==> config.mk <==
export PLATFORM = sky130hd
export DESIGN_NAME = mcm_front
export DESIGN_NICKNAME = d
export VERILOG_FILES = /design/src/design/mcm_pkg.sv /design/src/design/mcm_front.sv
export SDC_FILE = /design/constraint.sdc
export NUM_CORES = 1
export LEC_CHECK = 0
export ABC_AREA = 1
export BUFFER_PORTS_ARGS = -buffer_cell sky130_fd_sc_hd__buf_4
export CAP_MARGIN = 20
export CORE_MARGIN = 5
export CORE_UTILIZATION = 45
export DETAILED_ROUTE_END_ITERATION = 16
export GPL_ROUTABILITY_DRIVEN = 0
export MAX_ROUTING_LAYER = met4
export PLACE_DENSITY = 0.8
export SLEW_MARGIN = 20
export SYNTH_ARGS = -nofsm -noshare
export SYNTH_HDL_FRONTEND = slang
export SYNTH_SLANG_ARGS = --single-unit
==> constraint.sdc <==
create_clock -name clk -period 14.1 [get_ports clk]
set_clock_uncertainty 0.1 [all_clocks]
set_input_delay 1.41 -clock clk [delete_from_list [all_inputs] [get_ports clk]]
set_output_delay 1.41 -clock clk [all_outputs]
set_load 0.01 [all_outputs]
==> src/design/mcm_pkg.sv <==
// ----------------------------------------------------------------------------
// mcm_pkg
// Shared types and constants of the mesh center-of-mass core.
// ----------------------------------------------------------------------------
package mcm_pkg;

    localparam int COORD_BITS_DEF = 16;
    localparam int FRAC_BITS_DEF  = 12;
    localparam int SUM_BITS       = 64;
    localparam int QDEPTH         = 2;

    typedef enum logic [1:0] {
        ST_OK       = 2'd0,
        ST_ZERO_VOL = 2'd1,
        ST_OVERFLOW = 2'd2
    } status_t;

    typedef enum logic [2:0] {
        BK_IDLE,
        BK_TERM,
        BK_WGT,
        BK_ACC,
        BK_DIV,
        BK_OUT
    } back_state_t;

    // beat handed from front to back
    typedef struct packed {
        logic signed [19:0] ax, ay, az;
        logic signed [19:0] bx, by, bz;
        logic signed [19:0] cx, cy, cz;
        logic               last;
    } face_t;

endpackage

==> src/design/mcm_front.sv <==
// ----------------------------------------------------------------------------
// mcm_front
// Accept triangle beats and hold them in a short queue for the back end.
// ----------------------------------------------------------------------------
module mcm_front #(
    parameter int COORD_BITS = mcm_pkg::COORD_BITS_DEF
) (
    input  logic                 clk,
    input  logic                 rst_n,
    input  logic                 in_valid,
    output logic                 in_ready,
    input  logic [COORD_BITS-1:0] coord [9],
    input  logic                 last,
    output logic                 q_valid,
    input  logic                 q_pop,
    output mcm_pkg::face_t       q_data
);
    import mcm_pkg::*;

    face_t       mem_reg [QDEPTH];
    logic [0:0]  wp_reg, rp_reg;
    logic [1:0]  cnt_reg;
    face_t       f;
    logic        push;

    always_comb
    begin
        f      = '0;
        f.ax   = 20'(signed'(coord[0]));
        f.ay   = 20'(signed'(coord[1]));
        f.az   = 20'(signed'(coord[2]));
        f.bx   = 20'(signed'(coord[3]));
        f.by   = 20'(signed'(coord[4]));
        f.bz   = 20'(signed'(coord[5]));
        f.cx   = 20'(signed'(coord[6]));
        f.cy   = 20'(signed'(coord[7]));
        f.cz   = 20'(signed'(coord[8]));
        f.last = last;
    end

    assign in_ready = (cnt_reg != 2'(QDEPTH));
    assign push     = in_valid && in_ready;
    assign q_valid  = (cnt_reg != 2'd0);
    assign q_data   = mem_reg[rp_reg];

    always_ff @(posedge clk)
    begin
        if (push)
        begin
            mem_reg[wp_reg] <= f;
        end
    end

    always_ff @(posedge clk or negedge rst_n)
    begin
        if (!rst_n)
        begin
            wp_reg  <= '0;
            rp_reg  <= '0;
            cnt_reg <= '0;
        end
        else
        begin
            if (push)
            begin
                wp_reg <= wp_reg + 1'b1;
            end
            if (q_pop && q_valid)
            begin
                rp_reg <= rp_reg + 1'b1;
            end
            cnt_reg <= cnt_reg + 2'(push) - 2'(q_pop && q_valid);
        end
    end

    a_cnt_bound: assert property (@(posedge clk) disable iff (!rst_n)
        cnt_reg <= 2'(QDEPTH)) else $error("queue count overrun");
    a_no_pop_empty: assert property (@(posedge clk) disable iff (!rst_n)
        q_pop |-> q_valid) else $error("pop from empty queue");
    a_push_count: assert property (@(posedge clk) disable iff (!rst_n)
        (push && !q_pop) |=> cnt_reg == $past(cnt_reg) + 2'd1)
        else $error("queue count did not advance");

endmodule

==> impl_metrics.py, run 1 <==
metrics = {
    "yosys": {
        "synth_cells": 825,
        "ys_ff_latch": 294,
        "ys_seq_area_frac": 0.7980,
        "yosysTopAreaCell": "edfxtp_1",
        "synthesis.area_sq_um": 11040,
        "synthTopCellsByArea": "edfxtp_1 (79%), nand2_1 (15%), buf_4 (2.6%)",
        "yosys.cell_count.top_type": "nand2_1",
        "synth_edf_count": 290,
        "syn_nets": 975,
        "syn_avg_cell_area_sq_um": 13.38,
        "yosysWarningCount": 0,
        "synth_top_area_share": 0.7889,
        "synth-main-ff-cell": "edfxtp_1",
        "ys_top_cells_by_count": "nand2_1 (444), edfxtp_1 (290), buf_4 (38)",
        "async_flop_share": 0.01361,
        "ys_types": 13,
    },
    "pwr": {
        "p_total_mw": 3.150,
        "p_per_area_nw_per_um2": 217.7,
        "p_leak_nw": 6.204,
        "ir_worst_vdd_mv": 0.1399,
    },
    "layout": {
        "final_util": 0.5966,
        "nets": 1276,
        "drive_gt1_frac": 0.3333,
        "final_cells": 1468,
        "largest_reg_flops": 290,
        "syn_to_final_growth_pct": 31.07,
        "stdcell_area_sq_um": 14470,
    },
    "clock_network": {
        "cts_root_buffer": "clkbuf_16",
        "clock_path_buffers": 3,
        "clkLatencyLatePin_ps": 530,
        "cts_hold_buf": 0,
        "cts_resized": 0,
        "numClockSinks": 294,
        "cts_tree": "done",
        "htree_levels": 1,
        "cts_made_buffers": 29,
        "post-cts-setup-buffers": 0,
        "path_clk_slew_ps": 60,
    },
    "global_routing": {
        "grt_remaining_overflow": 0,
        "grt_pass1_vias": 7214,
        "antenna_found_initial": 1,
        "grt_usage": 0.1760,
        "grt_max_degree": 92,
        "grt_pass1_wl_mm": 38.16,
    },
    "placed_design": {
        "placedInstanceArea_sq_um": 13520,
        "dp_cells": 1418,
        "dp_hpwl_mm": 16.75,
        "place_ws_ps": 9852,
        "io_buffer_count": 331,
    },
    "worst_hold_path": {
        "hold_path_class": "reg -> reg",
    },
    "timing": {
        "clock.fmax_mhz": 209.6,
        "period_minus_slack_ps": 4771,
        "period_share": 0.3384,
        "finalHoldViolations": 0,
        "setup_ws_ps": 9329,
        "finalSetupViolations": 0,
        "rsz0062_at_grt": "false",
        "whs_ps": 471.2,
        "slew_viol_final": 0,
        "max_slew_margin": 0.3088,
        "tns_ps": 0,
        "tightest_slew_ps": 1037,
    },
    "floorplanning": {
        "dieHeight_um": 166.6,
        "rows": 57,
        "die_area_sq_um": 27760,
        "initial_core_util": 0.4552,
        "core_sq_um": 24250,
        "dieWidth_um": 166.6,
        "num_io_pins": 332,
    },
    "drt": {
        "dr.first_iter.drc_count": 408,
        "vias": 6932,
        "ant_nets": 0,
        "vias_per_cell": 4.722,
        "wl_per_cell_um": 17.06,
        "firstDrtPassIters": 6,
        "drcViolationCount": 0,
        "wirelength_mm": 25.05,
    },
    "setup_path": {
        "cp_slowest_cell": "buf_4",
        "end_kind": "output port",
        "start_kind": "register",
        "crit_chain": "inv_4 > buf_4 > nand2_1 > nand2_1 > buf_4",
        "crit_arrival_ps": 3260,
        "critPathKind": "reg -> out",
        "max_stage_delay_ps": 790,
        "cp_max_fo": 79,
        "required_ps": 12590,
    },
    "outcome": {
        "status": "finished clean",
    },
    "flow_run": {
        "maxCapViolCount": 0,
    },
}
worst max-delay path, delay by kind of cell (launching register included):
family / cells / cell delay (ps)
AND/OR/NAND/NOR: 2 / 340
flip-flops: 1 / 720
buffers and inverters: 3 / 1550
cell families (layout without fill, tap and decap cells):
| logic type | count (synthesis) | in the layout | synth area share |
|---|---|---|---|
| AO/OA/AOI/OAI | 2 | 2 | 0.0009060 |
| XOR/XNOR | 1 | 1 | 0.0007936 |
| adder cells (fa/ha/maj) | 1 | 1 | 0.001133 |
| buffers and inverters | 76 | 394 | 0.04557 |
| flip-flops | 294 | 294 | 0.7980 |
| other | 0 | 1 | 0 |
| AND/OR/NAND/NOR | 451 | 451 | 0.1536 |
area by class of cell:
class | count | area, sq um
inverter | 8 | 32.53
clock inverter | 6 | 81.33
antenna | 1 | 2.502
fill | 1858 | 9781
sequential | 294 | 8812
tap | 324 | 405.4
clock buffer | 42 | 834.6
multi-input combinational | 455 | 1742
timing repair buffer | 338 | 2557
cells in the final DEF, fill, tap and decap left out, drive strengths merged:
cell type	count
nand2	444
buf	338
edfxtp	290
clkbuf	42
inv	9
nor2	5
dfrtp	4
clkinv	3
nand3	2
bufinv	2
diode	1
o21ai	1
xor2	1
a21oi	1
ha	1
power by group:
part           switching, mW  internal [mW]
clock network          0.292          0.441
registers             0.0686           1.19
logic                  0.682          0.470
metal layers:
| layer | vias to the layer above | routed length [um] | track usage |
|---|---|---|---|
| met2 | 275 | 12660 | 0.3027 |
| met1 | 3276 | 9790 | 0.2061 |
| li1 | 3335 | - | - |
| met3 | 46 | 1965 | 0.04598 |
| met5 | - | 0 | - |
| met4 | 0 | 635 | 0.04980 |
path summary, 6_finish.rpt:
path / slack [ps] / start / cells after the start / endpoint
min in group asynchronous: 570 / rst_n / 1 / rp_reg
worst min register to register: 470 / wp_reg / 2 / wp_reg
worst min-delay path: 470 / wp_reg / 2 / wp_reg
max in group asynchronous: 13210 / rst_n / 1 / rp_reg
worst max register to register: 11890 / cnt_reg[0] / 5 / mem_reg[1][166]
worst max-delay path: 9330 / rp_reg / 5 / q_data[80]
(Power assumes the default switching activity.)
==> inputs of run 2 (changes only) <==
- clock period: 14.1 -> 4.95 ns (I/O delays scaled with it)
==> impl_metrics.py, run 2 (synthesis gave the netlist of run 1 again) <==
metrics = {
    "setup_path": {
        "required_ps": 4360,
        "crit_chain": "inv_4 > buf_4 > nand2_1 > nand2_1 > buf_4",
        "cp_max_fo": 92,
        "crit_arrival_ps": 3040,
        "reg2reg_slack_ps": 2400,
        "critPathKind": "reg -> out",
        "cp_slowest_cell": "dfrtp_4",
        "path_buf_inv": 3,
        "worst-path-stages": 5,
        "end_kind": "output port",
        "start_kind": "register",
        "path_delay_family": "buffers and inverters",
        "max_stage_delay_ps": 800,
        "reg2regPathDepth": 4,
    },
    "timing": {
        "finalHoldViolations": 0,
        "period_minus_slack_ps": 3632,
        "max_slew_margin": 0.3261,
        "rsz0062_at_grt": "false",
        "tightest_slew_ps": 1011,
        "finalSetupViolations": 0,
        "whs_ps": 36.61,
        "clock.fmax_mhz": 275.4,
        "slew_viol_final": 0,
        "setup_ws_ps": 1318,
        "period_share": 0.7337,
    },
    "layout": {
        "diodes": 0,
        "regArea_sq_um": 8812,
        "final_cell_mix": "nand2_1 (444), buf_4 (336), edfxtp_1 (290), clkbuf_16 (29), clkinv_2 (9)",
        "layout_commonest_cell": "nand2_1",
        "largest_reg_flops": 290,
        "multi_input_area_sq_um": 1742,
        "drive_gt1_frac": 0.3365,
        "nets": 1277,
        "stdcell_area_sq_um": 14490,
        "n_fill_cell": 1846,
        "syn_to_final_growth_pct": 31.30,
        "final_util": 0.5977,
    },
    "clock_network": {
        "cts_root_buffer": "clkbuf_16",
        "cts_tree": "done",
        "path_clk_slew_ps": 60,
        "cts_made_buffers": 29,
        "clock_path_buffers": 3,
        "clkLatencyLatePin_ps": 540,
        "numClockSinks": 294,
        "post-cts-setup-buffers": 0,
        "htree_levels": 1,
    },
    "placed_design": {
        "place_ws_ps": 1804,
        "dp_hpwl_mm": 16.78,
        "placedInstanceArea_sq_um": 13550,
        "io_buffer_count": 331,
    },
    "global_routing": {
        "grt_usage": 0.1798,
        "grt_remaining_overflow": 0,
        "grt_max_degree": 93,
        "grt_pass1_vias": 7253,
        "grt_pass1_wl_mm": 38.93,
        "antenna_found_initial": 0,
    },
    "pwr": {
        "ir_worst_vdd_mv": 0.3644,
        "p_total_mw": 9.010,
        "p_per_area_nw_per_um2": 621.7,
        "p_leak_nw": 6.220,
    },
    "floorplanning": {
        "core_sq_um": 24250,
        "die_area_sq_um": 27760,
        "initial_core_util": 0.4552,
        "rows": 57,
        "dieWidth_um": 166.6,
        "dieHeight_um": 166.6,
        "num_io_pins": 332,
    },
    "drt": {
        "wl_per_cell_um": 17.26,
        "dr.first_iter.drc_count": 560,
        "vias_per_cell": 4.809,
        "vias": 7089,
        "wirelength_mm": 25.44,
        "ant_nets": 0,
        "drcViolationCount": 0,
        "firstDrtPassIters": 5,
    },
    "flow_run": {
        "maxCapViolCount": 0,
    },
    "outcome": {
        "status": "finished clean",
    },
    "worst_hold_path": {
        "hold_path_class": "in -> reg",
        "holdPathStages": 1,
    },
}
-- run 2: changes by cell type in the layout (fill, tap and decap cells not counted), moves of 2 or more --
cell	before	now
clkinv_1	2	5
clkinv_2	1	9
buf_12	0	2
clkbuf_8	6	0
clkbuf_1	7	4
clkinv_4	0	2
-- run 2: where the power goes --
group | internal (mW) | switching, mW | total, mW
logic | 1.34 | 1.91 | 3.26
registers | 3.40 | 0.233 | 3.63
clock network | 1.23 | 0.888 | 2.12
-- run 2: area by class of cell --
cell class,instances,area share
well taps,324,0.02797
repair buffers,339,0.1775
flip-flops and latches,294,0.6080
inverters,8,0.002245
clock inverters,21,0.01295
clock buffers,33,0.05111
multi-input cells,455,0.1202
-- run 2: final timing paths --
| path | start | end |
|---|---|---|
| worst max register to register | cnt_reg[1] | mem_reg[1][49] |
| max in group asynchronous | rst_n | rp_reg |
| min in group asynchronous | rst_n | rp_reg |
| worst max-delay path | rp_reg | q_data[41] |
| worst min-delay path | coord[118] | mem_reg[0][147] |
| worst min register to register | cnt_reg[0] | cnt_reg[0] |
-- run 2: metrics by stage --
stage / std cells / setup TNS (ps)
2_1_floorplan: 825 / -25510
3_3_place_gp: 1419 / 0
3_5_place_dp: 1419 / 0
4_1_cts: 1474 / 0
5_1_grt: 1474 / 0
6_report: 1474 / 0
-- run 2: timing repair --
item,in CTS,in global routing
hold buffers,1,0
setup endpoints to repair,0,0
hold endpoints to repair,4,0
resized for setup,0,0
-- run 2: routing by layer --
layer	GRT usage	wire length (um)
met1	0.2188	9893
met4	0.04198	596
met3	0.04646	2096
met5	-	0
met2	0.3049	12850
-- run 2: worst reg2reg max path, delay by kind of cell, from the launching register on --
kind                   cells  cell delay [ps]
and+or+nand+nor            3             1110
DFF                        1              410
buffers and inverters      1              570
==> inputs of run 3 (changes only) <==
- ABC_AREA: 1 -> 0
- clock period: 4.95 -> 3.75 ns (I/O delays scaled with it)
==> impl_metrics.py, run 3 <==
metrics = {
    "yosys": {
        "yosysTopAreaCell": "edfxtp_1",
        "synth_top_area_share": 0.7909,
        "ys_types": 18,
        "synthTopCellsByArea": "edfxtp_1 (79%), mux2_2 (15%), buf_4 (2.5%)",
        "syn_avg_cell_area_sq_um": 21.63,
        "async_flop_share": 0.01361,
        "ys_top_cells_by_count": "edfxtp_1 (290), mux2_2 (145), buf_4 (36)",
        "synthesis.area_sq_um": 11010,
        "yosysWarningCount": 0,
        "ys_ff_latch": 294,
        "syn_nets": 659,
        "synth-main-ff-cell": "edfxtp_1",
        "synth_cells": 509,
        "synth_edf_count": 290,
        "yosys.cell_count.top_type": "edfxtp_1",
        "ys_seq_area_frac": 0.8000,
    },
    "timing": {
        "slew_viol_final": 0,
        "whs_ps": 76.80,
        "tightest_slew_ps": 976.6,
        "finalHoldViolations": 0,
        "period_minus_slack_ps": 2841,
        "max_slew_margin": 0.3489,
        "period_share": 0.7576,
        "tns_ps": 0,
        "finalSetupViolations": 0,
        "clock.fmax_mhz": 352.0,
        "rsz0062_at_grt": "false",
    },
    "setup_path": {
        "start_kind": "register",
        "cp_max_fo": 146,
        "required_ps": 3270,
        "startpoint": "rp_reg",
        "reg2reg_from": "cnt_reg[0]",
        "critPathKind": "reg -> out",
        "end_kind": "output port",
        "crit_arrival_ps": 2370,
    },
    "pwr": {
        "p_per_area_nw_per_um2": 734.3,
        "ir_worst_vdd_mv": 0.6732,
        "p_leak_nw": 6.089,
    },
    "clock_network": {
        "post-cts-setup-buffers": 0,
        "cts_resized": 0,
        "path_clk_slew_ps": 60,
        "clock_path_buffers": 3,
        "cts_made_buffers": 30,
        "htree_levels": 1,
        "cts_tree": "done",
        "clkLatencyLatePin_ps": 530,
        "numClockSinks": 294,
        "cts_root_buffer": "clkbuf_16",
    },
    "layout": {
        "layout_commonest_cell": "buf_4",
        "drive_gt1_frac": 0.5332,
        "syn_to_final_growth_pct": 45.45,
        "final_cells": 1321,
        "multi_input_area_sq_um": 1764,
        "largest_reg_flops": 290,
        "nets": 1121,
        "regArea_sq_um": 8812,
        "final_cell_mix": "buf_4 (332), edfxtp_1 (290), dlygate4sd3_1 (146), mux2_2 (145), clkbuf_16 (31)",
        "n_fill_cell": 1509,
    },
    "drt": {
        "vias": 6385,
        "dr.first_iter.drc_count": 423,
        "vias_per_cell": 4.833,
        "firstDrtPassIters": 6,
        "drcViolationCount": 0,
        "wirelength_mm": 25.71,
        "ant_nets": 0,
        "wl_per_cell_um": 19.46,
    },
    "global_routing": {
        "use_met1": 0.1990,
        "grt-busiest-layer": "met2",
        "grt_use_met2": 0.3321,
        "antenna_found_initial": 3,
        "grt_max_degree": 147,
        "grt_remaining_overflow": 0,
        "grt_pass1_wl_mm": 38.54,
        "grt_usage": 0.1807,
        "grt_pass1_vias": 6852,
        "grtUsageMet3": 0.03745,
    },
    "worst_hold_path": {
        "hold_path_class": "in -> reg",
        "hold_start": "q_pop",
    },
    "outcome": {
        "status": "finished clean",
    },
    "floorplanning": {
        "initial_core_util": 0.4554,
        "num_io_pins": 332,
        "dieHeight_um": 166.4,
        "rows": 57,
        "die_area_sq_um": 27700,
        "dieWidth_um": 166.4,
        "core_sq_um": 24180,
    },
    "placed_design": {
        "dp_cells": 1117,
        "dp_hpwl_mm": 14.67,
        "io_buffer_count": 331,
    },
    "flow_run": {
        "maxCapViolCount": 0,
    },
}
## run 3: cells by family (layout without fill, tap and decap cells)
group / count (synthesis) / in the layout / share of synthesized area
XOR/XNOR: 3 / 3 / 0.002387
flip-flops: 294 / 294 / 0.8000
other: 0 / 3 / 0
buffers and inverters: 52 / 537 / 0.04091
AND/OR/NAND/NOR: 10 / 10 / 0.004433
multiplexers: 145 / 145 / 0.1483
AO/OA/AOI/OAI: 4 / 4 / 0.002841
adder cells (fa/ha/maj): 1 / 1 / 0.001136
## run 3: what timing repair did
action	in CTS	in global routing
hold buffers	146	0
hold endpoints to repair	294	0
setup endpoints to repair	0	0
## run 3: area by class of cell
class | instances | area share
timing repair buffer | 482 | 0.2519
sequential | 294 | 0.5502
clock buffer | 33 | 0.04891
clock inverter | 22 | 0.01305
tap | 324 | 0.02531
antenna | 3 | 0.0004687
multi-input combinational | 163 | 0.1102
## run 3: worst paths after layout
check | to | slack, ps | depth (start not counted)
max | q_data[138] | 910 | 3
min | rp_reg | 80 | 3
max reg2reg | mem_reg[1][14] | 1540 | 3
min reg2reg | wp_reg | 460 | 1
max in group asynchronous | rp_reg | 3350 | 2
min in group asynchronous | cnt_reg[1] | 90 | 2
## run 3: stage by stage
step                      power (mW)  setup WS (ps)  cell area [sq um]    util
final                          11.76          909.0              16020  0.6624
after detailed placement       8.714           1529              13550  0.5606
after CTS                      11.82          996.7              16010  0.6621
after global routing           12.27          911.0              16020  0.6624
after floorplan                7.124          340.3              11020       -
after global placement         8.640           1575              13550  0.5606
## run 3: critical path, stage by stage, from the launching register on
cell	delay, ps
dfrtp_4	420
buf_12	510
mux2_2	470
buf_4	160
## run 3: per-layer routing
layer / vias to the layer above / wire length [um]
li1: 2890 / -
met1: 3184 / 9419
met2: 269 / 14030
met3: 42 / 1669
met4: 0 / 592
met5: - / 0
## run 3: power by group
part	internal [mW]	leakage [nW]	total, mW	switching (mW)
registers	4.49	2.75	4.66	0.174
clock network	1.77	0.485	2.96	1.19
logic	2.08	2.86	4.14	2.05
total	8.34	6.09	11.8	3.41
